--- src/design/sic_pkg.sv ---
// Shared constants for the segment intersection classifier.
// No dependencies; used by every other file of the block.
package sic_pkg;

  localparam int unsigned COORD_BITS_DEF = 24;
  localparam int unsigned FRAC_BITS_DEF  = 12;

  localparam int unsigned TOL_BITS = 12;
  localparam logic [TOL_BITS-1:0] TOL_RESET = 12'd41;

  localparam int unsigned REL_BITS = 4;

  localparam logic [REL_BITS-1:0] REL_UNPLACED   = 4'd0;
  localparam logic [REL_BITS-1:0] REL_DISJOINT   = 4'd1;
  localparam logic [REL_BITS-1:0] REL_SHARED     = 4'd2;
  localparam logic [REL_BITS-1:0] REL_P1_INSIDE  = 4'd3;
  localparam logic [REL_BITS-1:0] REL_P2_INSIDE  = 4'd4;
  localparam logic [REL_BITS-1:0] REL_P3_INSIDE  = 4'd5;
  localparam logic [REL_BITS-1:0] REL_P4_INSIDE  = 4'd6;
  localparam logic [REL_BITS-1:0] REL_CROSSING   = 4'd7;
  localparam logic [REL_BITS-1:0] REL_OVERLAP    = 4'd8;
  localparam logic [REL_BITS-1:0] REL_EQUAL      = 4'd9;
  localparam logic [REL_BITS-1:0] REL_UNDECIDED  = 4'd10;

endpackage

--- src/design/sic_collinear.sv ---
// Collinear-case classifier: projected ends of the second segment against [0,1].
// Depends on sic_pkg.
module sic_collinear #(
  parameter int unsigned COORD_BITS = sic_pkg::COORD_BITS_DEF,
  parameter int unsigned FRAC_BITS  = sic_pkg::FRAC_BITS_DEF,
  localparam int unsigned DW   = COORD_BITS + 1,
  localparam int unsigned NW   = DW + 2,
  localparam int unsigned DENW = DW + 1,
  localparam int unsigned HW   = sic_pkg::TOL_BITS + 1 + DENW
) (
  input  logic                          den_zero_i,
  input  logic signed [DENW-1:0]        den_i,
  input  logic signed [NW-1:0]          na_i,
  input  logic signed [NW-1:0]          nb_i,
  input  logic signed [HW-1:0]          hi_i,
  output logic [sic_pkg::REL_BITS-1:0]  rel_o
);

  localparam int unsigned CW = NW + FRAC_BITS + sic_pkg::TOL_BITS + 4;

  logic signed [CW-1:0] one_den, hi, lo, m1, p1, a, b;

  always_comb begin
    one_den = CW'(den_i) <<< FRAC_BITS;
    hi      = CW'(hi_i);
    lo      = -hi;
    m1      = one_den - hi;
    p1      = one_den + hi;
    a       = CW'(na_i) <<< FRAC_BITS;
    b       = CW'(nb_i) <<< FRAC_BITS;
    if (den_zero_i) begin
      rel_o = sic_pkg::REL_UNDECIDED;
    end else if (a <= lo) begin
      if (b <= lo)      rel_o = sic_pkg::REL_DISJOINT;
      else if (b <= hi) rel_o = sic_pkg::REL_SHARED;
      else              rel_o = sic_pkg::REL_OVERLAP;
    end else if (a <= hi) begin
      rel_o = (b >= m1 && b <= p1) ? sic_pkg::REL_EQUAL : sic_pkg::REL_OVERLAP;
    end else if (a <= m1) begin
      rel_o = sic_pkg::REL_OVERLAP;
    end else if (a <= p1) begin
      rel_o = sic_pkg::REL_SHARED;
    end else begin
      rel_o = sic_pkg::REL_DISJOINT;
    end
  end

endmodule

--- config.mk ---
export PLATFORM = sky130hd
export DESIGN_NAME = sic_collinear
export DESIGN_NICKNAME = d
export VERILOG_FILES = /design/src/design/sic_pkg.sv /design/src/design/sic_collinear.sv
export SDC_FILE = /design/constraint.sdc
export NUM_CORES = 1
export LEC_CHECK = 0
export BUFFER_PORTS_ARGS = -buffer_cell sky130_fd_sc_hd__buf_2
export CAP_MARGIN = 15
export CORE_MARGIN = 1.5
export CORE_UTILIZATION = 33
export DETAILED_ROUTE_END_ITERATION = 10
export SETUP_SLACK_MARGIN = 0.4
export SLEW_MARGIN = 20
export SYNTH_ARGS = -nofsm -noshare
export SYNTH_HDL_FRONTEND = slang
export SYNTH_SLANG_ARGS = --single-unit
--- constraint.sdc ---
create_clock -name vclk -period 13.7
set_input_delay 2.74 -clock vclk [all_inputs]
set_output_delay 2.74 -clock vclk [all_outputs]
set_load 0.1 [all_outputs]
==> results of run 1 <==
[report_power, final]
part	switching, mW	internal (mW)
logic	0.306	0.207
registers	0	0
clock network	0	0
[how the worst max path moves through the flow]
stage,endpoint,slack [ns]
floorplan,rel_o[3],1.50
global placement,rel_o[1],1.73
detailed placement,rel_o[3],1.64
CTS,rel_o[3],1.62
global route,rel_o[3],0.76
finish,rel_o[1],1.41
[per-stage QoR]
| stage | hold WS, ns | setup slack (ns) | total power, mW |
|---|---|---|---|
| final | 6.11 | 1.41 | 0.513 |
| after global routing | 6.15 | 0.763 | 0.575 |
| after CTS | 6.11 | 1.62 | 0.507 |
| after detailed placement | 6.11 | 1.64 | 0.503 |
| after global placement | 6.11 | 1.73 | 0.496 |
| after floorplan | 6.03 | 1.50 | 0.350 |
[cell families (layout without fill, tap and decap cells)]
| logic type | Yosys count | after routing | synth area share |
|---|---|---|---|
| and+or+nand+nor | 357 | 357 | 0.201 |
| AOI/OAI and AO/OA | 355 | 355 | 0.258 |
| adders and majority gates | 307 | 307 | 0.423 |
| buffers and inverters | 90 | 193 | 0.0376 |
| xor gates and xnor gates | 77 | 77 | 0.0742 |
| muxes | 5 | 5 | 0.00592 |
| other | 1 | 1 | 0.000412 |
[final cells by class]
type	count	share of cell area
multi-input cells	1102	0.870
repair buffers	125	0.0627
well taps	341	0.0424
inverters	68	0.0254
[worst max-delay path, stage by stage]
cell	delay, ns
sky130_fd_sc_hd__buf_2	0.13
sky130_fd_sc_hd__inv_1	0.09
sky130_fd_sc_hd__ha_1	0.40
sky130_fd_sc_hd__a2111oi_0	0.74
sky130_fd_sc_hd__o211ai_1	0.36
sky130_fd_sc_hd__a221o_1	0.52
sky130_fd_sc_hd__a311oi_1	0.34
sky130_fd_sc_hd__o21bai_1	0.10
sky130_fd_sc_hd__a21oi_1	0.24
sky130_fd_sc_hd__o21ai_0	0.15
sky130_fd_sc_hd__o21ai_0	0.22
sky130_fd_sc_hd__nor4b_1	0.28
sky130_fd_sc_hd__a21oi_1	0.13
sky130_fd_sc_hd__ha_1	0.35
sky130_fd_sc_hd__nand4_1	0.14
sky130_fd_sc_hd__nor2_1	0.06
sky130_fd_sc_hd__a22oi_1	0.21
sky130_fd_sc_hd__o311ai_0	0.25
sky130_fd_sc_hd__a2111oi_1	0.42
sky130_fd_sc_hd__nor2_1	0.11
sky130_fd_sc_hd__o2bb2ai_2	0.24
sky130_fd_sc_hd__a2111oi_4	0.11
sky130_fd_sc_hd__o31a_1	0.31
sky130_fd_sc_hd__nor3_2	0.24
sky130_fd_sc_hd__a221o_1	0.23
sky130_fd_sc_hd__buf_2	0.43
[layer usage]
| layer | part of all wire | up-vias |
|---|---|---|
| met1 | 0.47 | 4315 |
| met5 | 0 | - |
| met2 | 0.44 | 290 |
| met3 | 0.056 | 53 |
| li1 | - | 4760 |
| met4 | 0.027 | 0 |
[layout by cell type, fill, tap and decap left out, types with 25 or more instances in the layout]
cell type                   n
sky130_fd_sc_hd__nand4_1   57
sky130_fd_sc_hd__nand2_1   74
sky130_fd_sc_hd__a21o_1    85
sky130_fd_sc_hd__nand3_1   26
sky130_fd_sc_hd__a21oi_1  106
sky130_fd_sc_hd__xnor2_1   67
sky130_fd_sc_hd__o21ai_0   60
sky130_fd_sc_hd__inv_1     67
sky130_fd_sc_hd__ha_1     304
sky130_fd_sc_hd__buf_2    123
sky130_fd_sc_hd__nor3_1    25
sky130_fd_sc_hd__nor2_1    90
[cells in the mapped netlist, drive strengths merged (4+ instances only)]
cell	instances	share of area
and4	7	0.0067
nor2	90	0.037
a221oi	5	0.0048
ha	304	0.42
clkbuf	21	0.0087
a211oi	9	0.0074
a221o	4	0.0044
nor4	17	0.012
or3	8	0.0055
xnor2	67	0.065
o31ai	7	0.0058
nor3	26	0.015
nand3	27	0.015
a21o	85	0.070
xor2	10	0.0096
o21ai	61	0.034
nor2b	12	0.0083
o211ai	8	0.0066
nor4b	4	0.0055
a211o	5	0.0048
o21a	6	0.0050
a21oi	107	0.059
a2111oi	6	0.0080
nand2	74	0.031
o21bai	11	0.0091
nor3b	5	0.0041
or4	4	0.0033
a31oi	9	0.0062
and3	9	0.0062
o22ai	4	0.0028
nand2b	11	0.0076
nand4	57	0.039
inv	67	0.028
==> load_flow_metrics.sql, run 1 <==
INSERT INTO impl_metrics (metric_group, metric, value, unit) VALUES
('power', 'power.static_leakage', '5.11', 'nW'),
('power', 'powerDensity', '51.0', 'mW/mm2'),
('finish', 'multi_input_area', '0.00875', 'mm2'),
('finish', 'flops_and_latches', '0', ''),
('timing', 'final.period_utilization', '0.897', ''),
('grt', 'grt_first_pass_wirelength', '50.1', 'mm'),
('grt', 'grt_antenna_before_repair', '0', ''),
('timing', 'slew_viol_final', '0', ''),
('route', 'antenna_left', '0', ''),
('grt', 'grt_use_met2', '0.367', ''),
('worst_hold_path', 'hold_path_depth', '4', ''),
('grt', 'global_route.overflow_total', '0', ''),
('route', 'avgViaCountPerCell', '5.76', ''),
('setup_path', 'critical_path.startpoint_type', 'primary input', ''),
('floorplanning', 'io_pins', '124', ''),
('grt', 'grt_util_met1', '0.301', ''),
('synth', 'syn_avg_cell_area', '7.63', 'um2'),
('timing', 'period_needed', '12.29', 'ns'),
('timing', 'rsz0062_at_grt', 'no', ''),
('timing', 'timing.slew.headroom', '0.458', ''),
('floorplanning', 'fp.dieArea', '0.0286', 'mm2'),
('grt', 'grt.met3_usage', '0.0241', ''),
('floorplanning', 'initial_utilization', '0.336', ''),
('placement', 'place.detailed.hpwl', '28.5', 'mm'),
('setup_path', 'timing_worst_setup_path_type', 'in -> out', ''),
('route', 'drc', '0', ''),
('finish', 'utilization', '0.372', ''),
('finish', 'nets', '1722', ''),
('worst_hold_path', 'hold_crit_endpoint', 'rel_o[3]', ''),
('route', 'wl_per_cell', '19.6', 'um'),
('grt', 'largest_net_degree_at_the_start_of_global_routing', '23', ''),
('finish', 'fillerInstances', '2871', ''),
('synth', 'number_of_distinct_standard_cells_referenced_by_the_synthesized_netlist', '72', ''),
('finish', 'layout.area.seq', '0', 'um2'),
('floorplanning', 'placementRows', '60', ''),
('route', 'vias', '9418', ''),
('setup_path', 'critical_path_peak_fanout', '8', ''),
('timing', 'hold_violations', '0', ''),
('synth', 'synth-seq-area-share', '0', ''),
('cts', 'cts-resized-gates', '0', ''),
('placement', 'dp_cells', '1636', ''),
('floorplanning', 'design.core.area', '0.0270', 'mm2'),
('timing', 'clock.fmax', '81.4', 'MHz'),
('placement', 'postPlaceCellArea', '0.0101', 'mm2'),
('finish', 'insertedDiodeCount', '0', ''),
('grt', 'grt.busiest_layer', 'met2', ''),
('cts', 'hold_buffers', '0', ''),
('finish', 'finish.instance_area', '0.0101', 'mm2'),
('setup_path', 'critical_path_required', '10.96', 'ns'),
('synth', 'post_synth_instance_area', '0.00909', 'mm2'),
('synth', 'synth_net_count', '1617', ''),
('route', 'drt_iter0_markers', '533', ''),
('power', 'power.ir.vdd_worst', '0.0143', 'mV'),
('setup_path', 'worst_setup_path_end_kind', 'output port', ''),
('finish', 'syn2layout_area_growth', '10.7', '%'),
('synth', 'synthesis.instances', '1192', ''),
('setup_path', 'worst-endpoint-arrival', '9.55', 'ns'),
('run_status', 'outcome', 'finished, final reports clean', ''),
('route', 'drt_pre_antenna_iters', '5', ''),
('floorplanning', 'floorplan.die.height', '169', 'um'),
('grt', 'global_route_total_usage_across_every_layer', '0.220', ''),
('worst_hold_path', 'hold_class', 'in -> out', ''),
('finish', 'final-instance-count-excl-fill', '1636', ''),
('placement', 'globalplace.congestion', '0.933', ''),
('timing', 'final.setup.tns', '0', 'ns'),
('finish', 'layout-drive-gt1-share', '0.107', ''),
('timing', 'finalSetupViolations', '0', ''),
('placement', 'portBuffers', '123', ''),
('run', 'timing.max_cap.violations', '0', ''),
('synth', 'synthesis.yosys.warnings', '0', ''),
('finish', 'nClkBuffers', '0', ''),
('cts', 'post-cts-setup-buffers', '0', ''),
('grt', 'grt_pass1_vias', '9252', ''),
('floorplanning', 'die_w', '169', 'um'),
('worst_hold_path', 'hold_path.startpoint', 'den_zero_i', ''),
('setup_path', 'cp-startpoint', 'hi_i[18]', ''),
('route', 'routed_wl', '32.1', 'mm'),
('timing', 'worst-slew-pin-transition', '0.792', 'ns');
(Power assumes the default switching activity.)
==> run 2: changes to the inputs <==
--- a/config.mk
+++ b/config.mk
@@ -5,7 +5,7 @@
 export SDC_FILE = /design/constraint.sdc
 export NUM_CORES = 1
 export LEC_CHECK = 0
-export BUFFER_PORTS_ARGS = -buffer_cell sky130_fd_sc_hd__buf_2
+export BUFFER_PORTS_ARGS = -buffer_cell sky130_fd_sc_hd__buf_4
 export CAP_MARGIN = 15
 export CORE_MARGIN = 1.5
 export CORE_UTILIZATION = 33
==> run 2 against run 1 <==
Against the previous run: critical path depth increased by 1; worst setup slack gained 0.38 ns; global-route usage about the same; combinational power up 2%; die area stayed put; flip-flop and latch count unchanged; non-clock buffer count grew 1; maximum frequency grew 3.2%.
==> load_flow_metrics.sql, run 2 (synthesis gave the netlist of run 1 again) <==
INSERT INTO impl_metrics (metric_group, metric, value, unit) VALUES
('timing', 'period_needed', '11.91', 'ns'),
('timing', 'finalSetupViolations', '0', ''),
('setup_path', 'critical_path.startpoint_type', 'primary input', ''),
('setup_path', 'worst-endpoint-arrival', '9.17', 'ns'),
('finish', 'flops_and_latches', '0', ''),
('grt', 'grt_pass1_vias', '9028', ''),
('cts', 'hold_buffers', '0', ''),
('finish', 'layout-drive-gt1-share', '0.108', ''),
('power', 'power.ir.vdd_worst', '0.0176', 'mV'),
('placement', 'portBuffers', '123', ''),
('route', 'antenna_left', '0', ''),
('setup_path', 'worst_setup_path_end_kind', 'output port', ''),
('setup_path', 'critical_path_required', '10.96', 'ns'),
('finish', 'final-instance-count-excl-fill', '1637', ''),
('placement', 'place.detailed.hpwl', '28.6', 'mm'),
('floorplanning', 'initial_utilization', '0.336', ''),
('floorplanning', 'design.core.area', '0.0270', 'mm2'),
('route', 'drt_pre_antenna_iters', '5', ''),
('grt', 'largest_net_degree_at_the_start_of_global_routing', '23', ''),
('grt', 'grt_first_pass_wirelength', '49.7', 'mm'),
('floorplanning', 'die_w', '169', 'um'),
('power', 'power.static_leakage', '5.22', 'nW'),
('run', 'timing.max_cap.violations', '0', ''),
('setup_path', 'timing_worst_setup_path_type', 'in -> out', ''),
('route', 'avgViaCountPerCell', '5.76', ''),
('worst_hold_path', 'hold_class', 'in -> out', ''),
('timing', 'final.setup.tns', '0', 'ns'),
('floorplanning', 'floorplan.die.height', '169', 'um'),
('route', 'routed_wl', '32.3', 'mm'),
('finish', 'nClkBuffers', '0', ''),
('setup_path', 'timing.critical_path.max_delay_family', 'compound AO/OA/AOI/OAI gates', ''),
('route', 'drt_iter0_markers', '620', ''),
('worst_hold_path', 'hold_path.startpoint', 'den_zero_i', ''),
('timing', 'slew_viol_final', '0', ''),
('setup_path', 'wp_buf_inv', '3', ''),
('timing', 'worst-slew-pin-transition', '0.794', 'ns'),
('setup_path', 'cp-startpoint', 'hi_i[12]', ''),
('route', 'wl_per_cell', '19.7', 'um'),
('floorplanning', 'io_pins', '124', ''),
('grt', 'global_route.overflow_total', '0', ''),
('finish', 'nets', '1723', ''),
('placement', 'globalplace.congestion', '0.996', ''),
('finish', 'multi_input_area', '0.00875', 'mm2'),
('placement', 'dp_cells', '1637', ''),
('worst_hold_path', 'hold_path_depth', '3', ''),
('power', 'powerDensity', '50.6', 'mW/mm2'),
('setup_path', 'cp_slowest_cell', 'sky130_fd_sc_hd__o41ai_1', ''),
('cts', 'post-cts-setup-buffers', '0', ''),
('route', 'vias', '9434', ''),
('setup_path', 'worst_path_max_stage_delay', '0.64', 'ns'),
('finish', 'commonest_non_fill_non_tap_cell_in_the_layout', 'sky130_fd_sc_hd__ha_1', ''),
('power', 'post-layout-total-power', '0.525', 'mW'),
('timing', 'final.period_utilization', '0.869', ''),
('finish', 'insertedDiodeCount', '0', ''),
('worst_hold_path', 'hold_crit_endpoint', 'rel_o[1]', ''),
('floorplanning', 'fp.dieArea', '0.0286', 'mm2'),
('finish', 'layout_common_cells', 'sky130_fd_sc_hd__ha_1 (304), sky130_fd_sc_hd__buf_4 (126), sky130_fd_sc_hd__a21oi_1 (106)', ''),
('timing', 'timing.slew.headroom', '0.466', ''),
('timing', 'clock.fmax', '84.0', 'MHz'),
('grt', 'global_route_total_usage_across_every_layer', '0.220', ''),
('finish', 'layout.area.seq', '0', 'um2'),
('timing', 'rsz0062_at_grt', 'no', ''),
('timing', 'layout_setup_ws', '1.79', 'ns'),
('grt', 'grt_antenna_before_repair', '0', ''),
('placement', 'placement.setup.worst_slack', '1.93', 'ns'),
('timing', 'hold_violations', '0', ''),
('cts', 'cts-resized-gates', '0', ''),
('finish', 'syn2layout_area_growth', '14.1', '%'),
('floorplanning', 'placementRows', '60', ''),
('setup_path', 'critical_path_peak_fanout', '5', ''),
('finish', 'fillerInstances', '2831', ''),
('route', 'drc', '0', ''),
('run_status', 'outcome', 'finished, final reports clean', '');
-- run 2: layout make-up --
cell class         count  share of cell area
inverters             68              0.0246
multi-input cells   1102               0.843
well taps            341              0.0411
repair buffers       126              0.0911
-- run 2: where the power goes --
group          internal (mW)  leakage [nW]  switching [mW]
clock                      0             0               0
sequential                 0             0               0
combinational          0.219          5.22           0.306
-- run 2: through the flow --
| step | utilization | area (um2) | hold slack (ns) |
|---|---|---|---|
| final | 0.384 | 10400 | 6.02 |
| after global routing | 0.384 | 10400 | 6.05 |
| after CTS | 0.384 | 10400 | 6.02 |
| after detailed placement | 0.384 | 10400 | 6.02 |
| after global placement | 0.384 | 10400 | 6.02 |
| after floorplan | - | 9090 | 6.03 |
-- run 2: how the worst max path moves through the flow --
stage | endpoint | slack, ns | cells after the start
2_1_floorplan | rel_o[3] | 1.50 | 25
3_5_place_dp | rel_o[1] | 1.93 | 23
4_1_cts | rel_o[1] | 1.91 | 23
3_3_place_gp | rel_o[1] | 2.02 | 23
6_report | rel_o[3] | 1.79 | 27
5_1_grt | rel_o[3] | 1.26 | 27
-- run 2: worst min-delay path, stage by stage --
cell	delay (ns)
sky130_fd_sc_hd__buf_4	0.11
sky130_fd_sc_hd__a221o_1	0.13
sky130_fd_sc_hd__buf_4	0.29
-- run 2: layer usage --
layer / part of all wire / vias up / GRT usage
li1: - / 4760 / -
met5: 0 / - / 0
met4: 0.021 / 0 / 0.0419
met3: 0.058 / 36 / 0.0159
met1: 0.47 / 4380 / 0.303
met2: 0.45 / 258 / 0.376
==> run 3: changes to the inputs <==
--- a/config.mk
+++ b/config.mk
@@ -7,9 +7,9 @@
 export LEC_CHECK = 0
 export BUFFER_PORTS_ARGS = -buffer_cell sky130_fd_sc_hd__buf_4
 export CAP_MARGIN = 15
-export CORE_MARGIN = 1.5
-export CORE_UTILIZATION = 33
+export CORE_UTILIZATION = 65
 export DETAILED_ROUTE_END_ITERATION = 10
+export PLACE_DENSITY = 0.89
 export SETUP_SLACK_MARGIN = 0.4
 export SLEW_MARGIN = 20
 export SYNTH_ARGS = -nofsm -noshare
==> run 3 against run 2 <==
Against the previous run: sequential share of layout area did not move; critical path depth is 5 lower; combinational power about the same; hold slack worse by 0.033 ns; non-clock buffer count decreased by 3; final cell count decreased by 10%; routed wire length fell by 9.1%; core utilization increased by 37 points; worst setup slack worse by 0.17 ns.
==> load_flow_metrics.sql, run 3 (synthesis gave the netlist of run 1 again) <==
INSERT INTO impl_metrics (metric_group, metric, value, unit) VALUES
('run_status', 'outcome', 'finished, final reports clean', ''),
('finish', 'commonest_non_fill_non_tap_cell_in_the_layout', 'sky130_fd_sc_hd__ha_1', ''),
('placement', 'placement.setup.worst_slack', '1.78', 'ns'),
('floorplanning', 'io_pins', '124', ''),
('finish', 'layout_common_cells', 'sky130_fd_sc_hd__ha_1 (304), sky130_fd_sc_hd__buf_4 (123), sky130_fd_sc_hd__a21oi_1 (106)', ''),
('timing', 'clock.fmax', '82.8', 'MHz'),
('power', 'powerDensity', '51.6', 'mW/mm2'),
('floorplanning', 'design.core.area', '0.0135', 'mm2'),
('grt', 'grt_first_pass_wirelength', '46.5', 'mm'),
('finish', 'layout-drive-gt1-share', '0.106', ''),
('timing', 'finalSetupViolations', '0', ''),
('timing', 'layout_setup_ws', '1.63', 'ns'),
('route', 'avgViaCountPerCell', '6.84', ''),
('setup_path', 'cp-startpoint', 'hi_i[0]', ''),
('grt', 'global_route_total_usage_across_every_layer', '0.398', ''),
('grt', 'largest_net_degree_at_the_start_of_global_routing', '23', ''),
('power', 'power.share.sequential', '0', ''),
('route', 'vias', '10100', ''),
('placement', 'dp_cells', '1469', ''),
('timing', 'period_needed', '12.07', 'ns'),
('route', 'drt_pre_antenna_iters', '8', ''),
('floorplanning', 'fp.dieArea', '0.0145', 'mm2'),
('run', 'timing.max_cap.violations', '0', ''),
('finish', 'final-instance-count-excl-fill', '1469', ''),
('cts', 'cts-resized-gates', '0', ''),
('power', 'power.static_leakage', '5.21', 'nW'),
('setup_path', 'critical_path.endpoint', 'rel_o[1]', ''),
('route', 'routed_wl', '29.3', 'mm'),
('finish', 'insertedDiodeCount', '0', ''),
('power', 'comb_power_share', '1.000', ''),
('timing', 'timing.slew.headroom', '0.436', ''),
('route', 'drc', '0', ''),
('timing', 'final.period_utilization', '0.881', ''),
('setup_path', 'worst_path_max_stage_delay', '0.68', 'ns'),
('setup_path', 'crit_path_cell_trace', 'buf_4, inv_1, ha_1, nor3b_1, and4_1, nand2_1, or3_1, or4_1, xnor2_1, ha_1, and3_1, a41o_1, a21oi_1, o21ai_0, a221o_1, a211o_1, a221oi_1, mux2i_1, o211ai_1, nor3_2, a221o_1, buf_4', ''),
('timing', 'hold_violations', '0', ''),
('power', 'p_switching', '0.305', 'mW'),
('route', 'antenna_left', '0', ''),
('grt', 'grt_pass1_vias', '9428', ''),
('setup_path', 'critical_path_peak_fanout', '12', ''),
('setup_path', 'critical_path_required', '10.96', 'ns'),
('worst_hold_path', 'hold_class', 'in -> out', ''),
('setup_path', 'worst_setup_path_end_kind', 'output port', ''),
('setup_path', 'critical_path.startpoint_type', 'primary input', ''),
('finish', 'nets', '1720', ''),
('grt', 'global_route.overflow_total', '0', ''),
('timing', 'rsz0062_at_grt', 'no', ''),
('floorplanning', 'placementRows', '42', ''),
('finish', 'syn2layout_area_growth', '11.6', '%'),
('finish', 'layout.area.seq', '0', 'um2'),
('timing', 'worst-slew-pin-transition', '0.835', 'ns'),
('floorplanning', 'initial_utilization', '0.676', ''),
('finish', 'fillerInstances', '1106', ''),
('timing', 'slew_viol_final', '0', ''),
('grt', 'grt_antenna_before_repair', '0', ''),
('floorplanning', 'floorplan.die.height', '120', 'um'),
('placement', 'portBuffers', '123', ''),
('power', 'power.ir.vdd_worst', '0.0335', 'mV'),
('setup_path', 'timing_worst_setup_path_type', 'in -> out', ''),
('power', 'sw_frac_of_total', '0.582', ''),
('power', 'power.share.clock', '0', ''),
('finish', 'nClkBuffers', '0', ''),
('floorplanning', 'die_w', '120', 'um'),
('finish', 'flops_and_latches', '0', ''),
('setup_path', 'worst-endpoint-arrival', '9.33', 'ns'),
('finish', 'utilization', '0.754', ''),
('placement', 'place.detailed.hpwl', '25.6', 'mm'),
('setup_path', 'cp_slowest_cell', 'sky130_fd_sc_hd__and4_1', ''),
('power', 'post-layout-total-power', '0.524', 'mW'),
('placement', 'globalplace.congestion', '1.06', ''),
('route', 'drt_iter0_markers', '898', ''),
('cts', 'hold_buffers', '0', ''),
('cts', 'post-cts-setup-buffers', '0', ''),
('timing', 'final.setup.tns', '0', 'ns'),
('route', 'wl_per_cell', '20.0', 'um'),
('power', 'internal_power', '0.219', 'mW');
==> run 3: cell types whose count changed in the layout (fill, tap and decap cells not counted), sizes merged <==
| cell | delta |
|---|---|
| buf | -3 |
==> run 3: per-layer routing <==
layer  share of wire  track usage  vias to the layer above
met3            0.11       0.0627                      125
li1                -            -                     4752
met1            0.42        0.514                     4573
met5               0            0                        -
met4           0.052        0.165                        0
met2            0.43        0.653                      601
==> run 3: worst max-delay path, delay by kind of cell <==
| kind | cells | cell delay (ns) |
|---|---|---|
| buffers and inverters | 3 | 0.52 |
| adder cells (fa/ha/maj) | 2 | 0.50 |
| XOR/XNOR | 1 | 0.24 |
| AND/OR/NAND/NOR | 7 | 3.00 |
| AO/OA/AOI/OAI | 8 | 1.85 |
| multiplexers | 1 | 0.47 |
==> run 3: worst min path at each step <==
stage | from | to | slack (ns) | cells after the start
after floorplan | den_zero_i | rel_o[0] | 6.03 | 2
after global placement | den_zero_i | rel_o[1] | 5.97 | 3
after detailed placement | den_zero_i | rel_o[1] | 5.98 | 3
after CTS | den_zero_i | rel_o[1] | 5.98 | 3
after global routing | den_zero_i | rel_o[1] | 6.00 | 3
final | den_zero_i | rel_o[1] | 5.99 | 3
==> run 3: area by class of cell <==
cell class	count	area (um2)	area share
inverter	68	255	0.0252
multi-input combinational	1102	8750	0.862
timing repair buffer	123	923	0.0910
tap	176	220	0.0217
==> run 3: power by group through the flow <==
stage | Sequential, mW | Combinational, mW | Clock (mW)
4_1_cts | 0 | 0.509 | 0
2_1_floorplan | 0 | 0.350 | 0
5_1_grt | 0 | 0.574 | 0
3_3_place_gp | 0 | 0.488 | 0
6_report | 0 | 0.524 | 0
3_5_place_dp | 0 | 0.506 | 0
==> run 3: stage by stage <==
step,hold slack [ns],area (um2)
2_1_floorplan,6.03,9090
3_3_place_gp,5.97,10100
3_5_place_dp,5.98,10100
4_1_cts,5.98,10100
5_1_grt,6.00,10100
6_report,5.99,10100
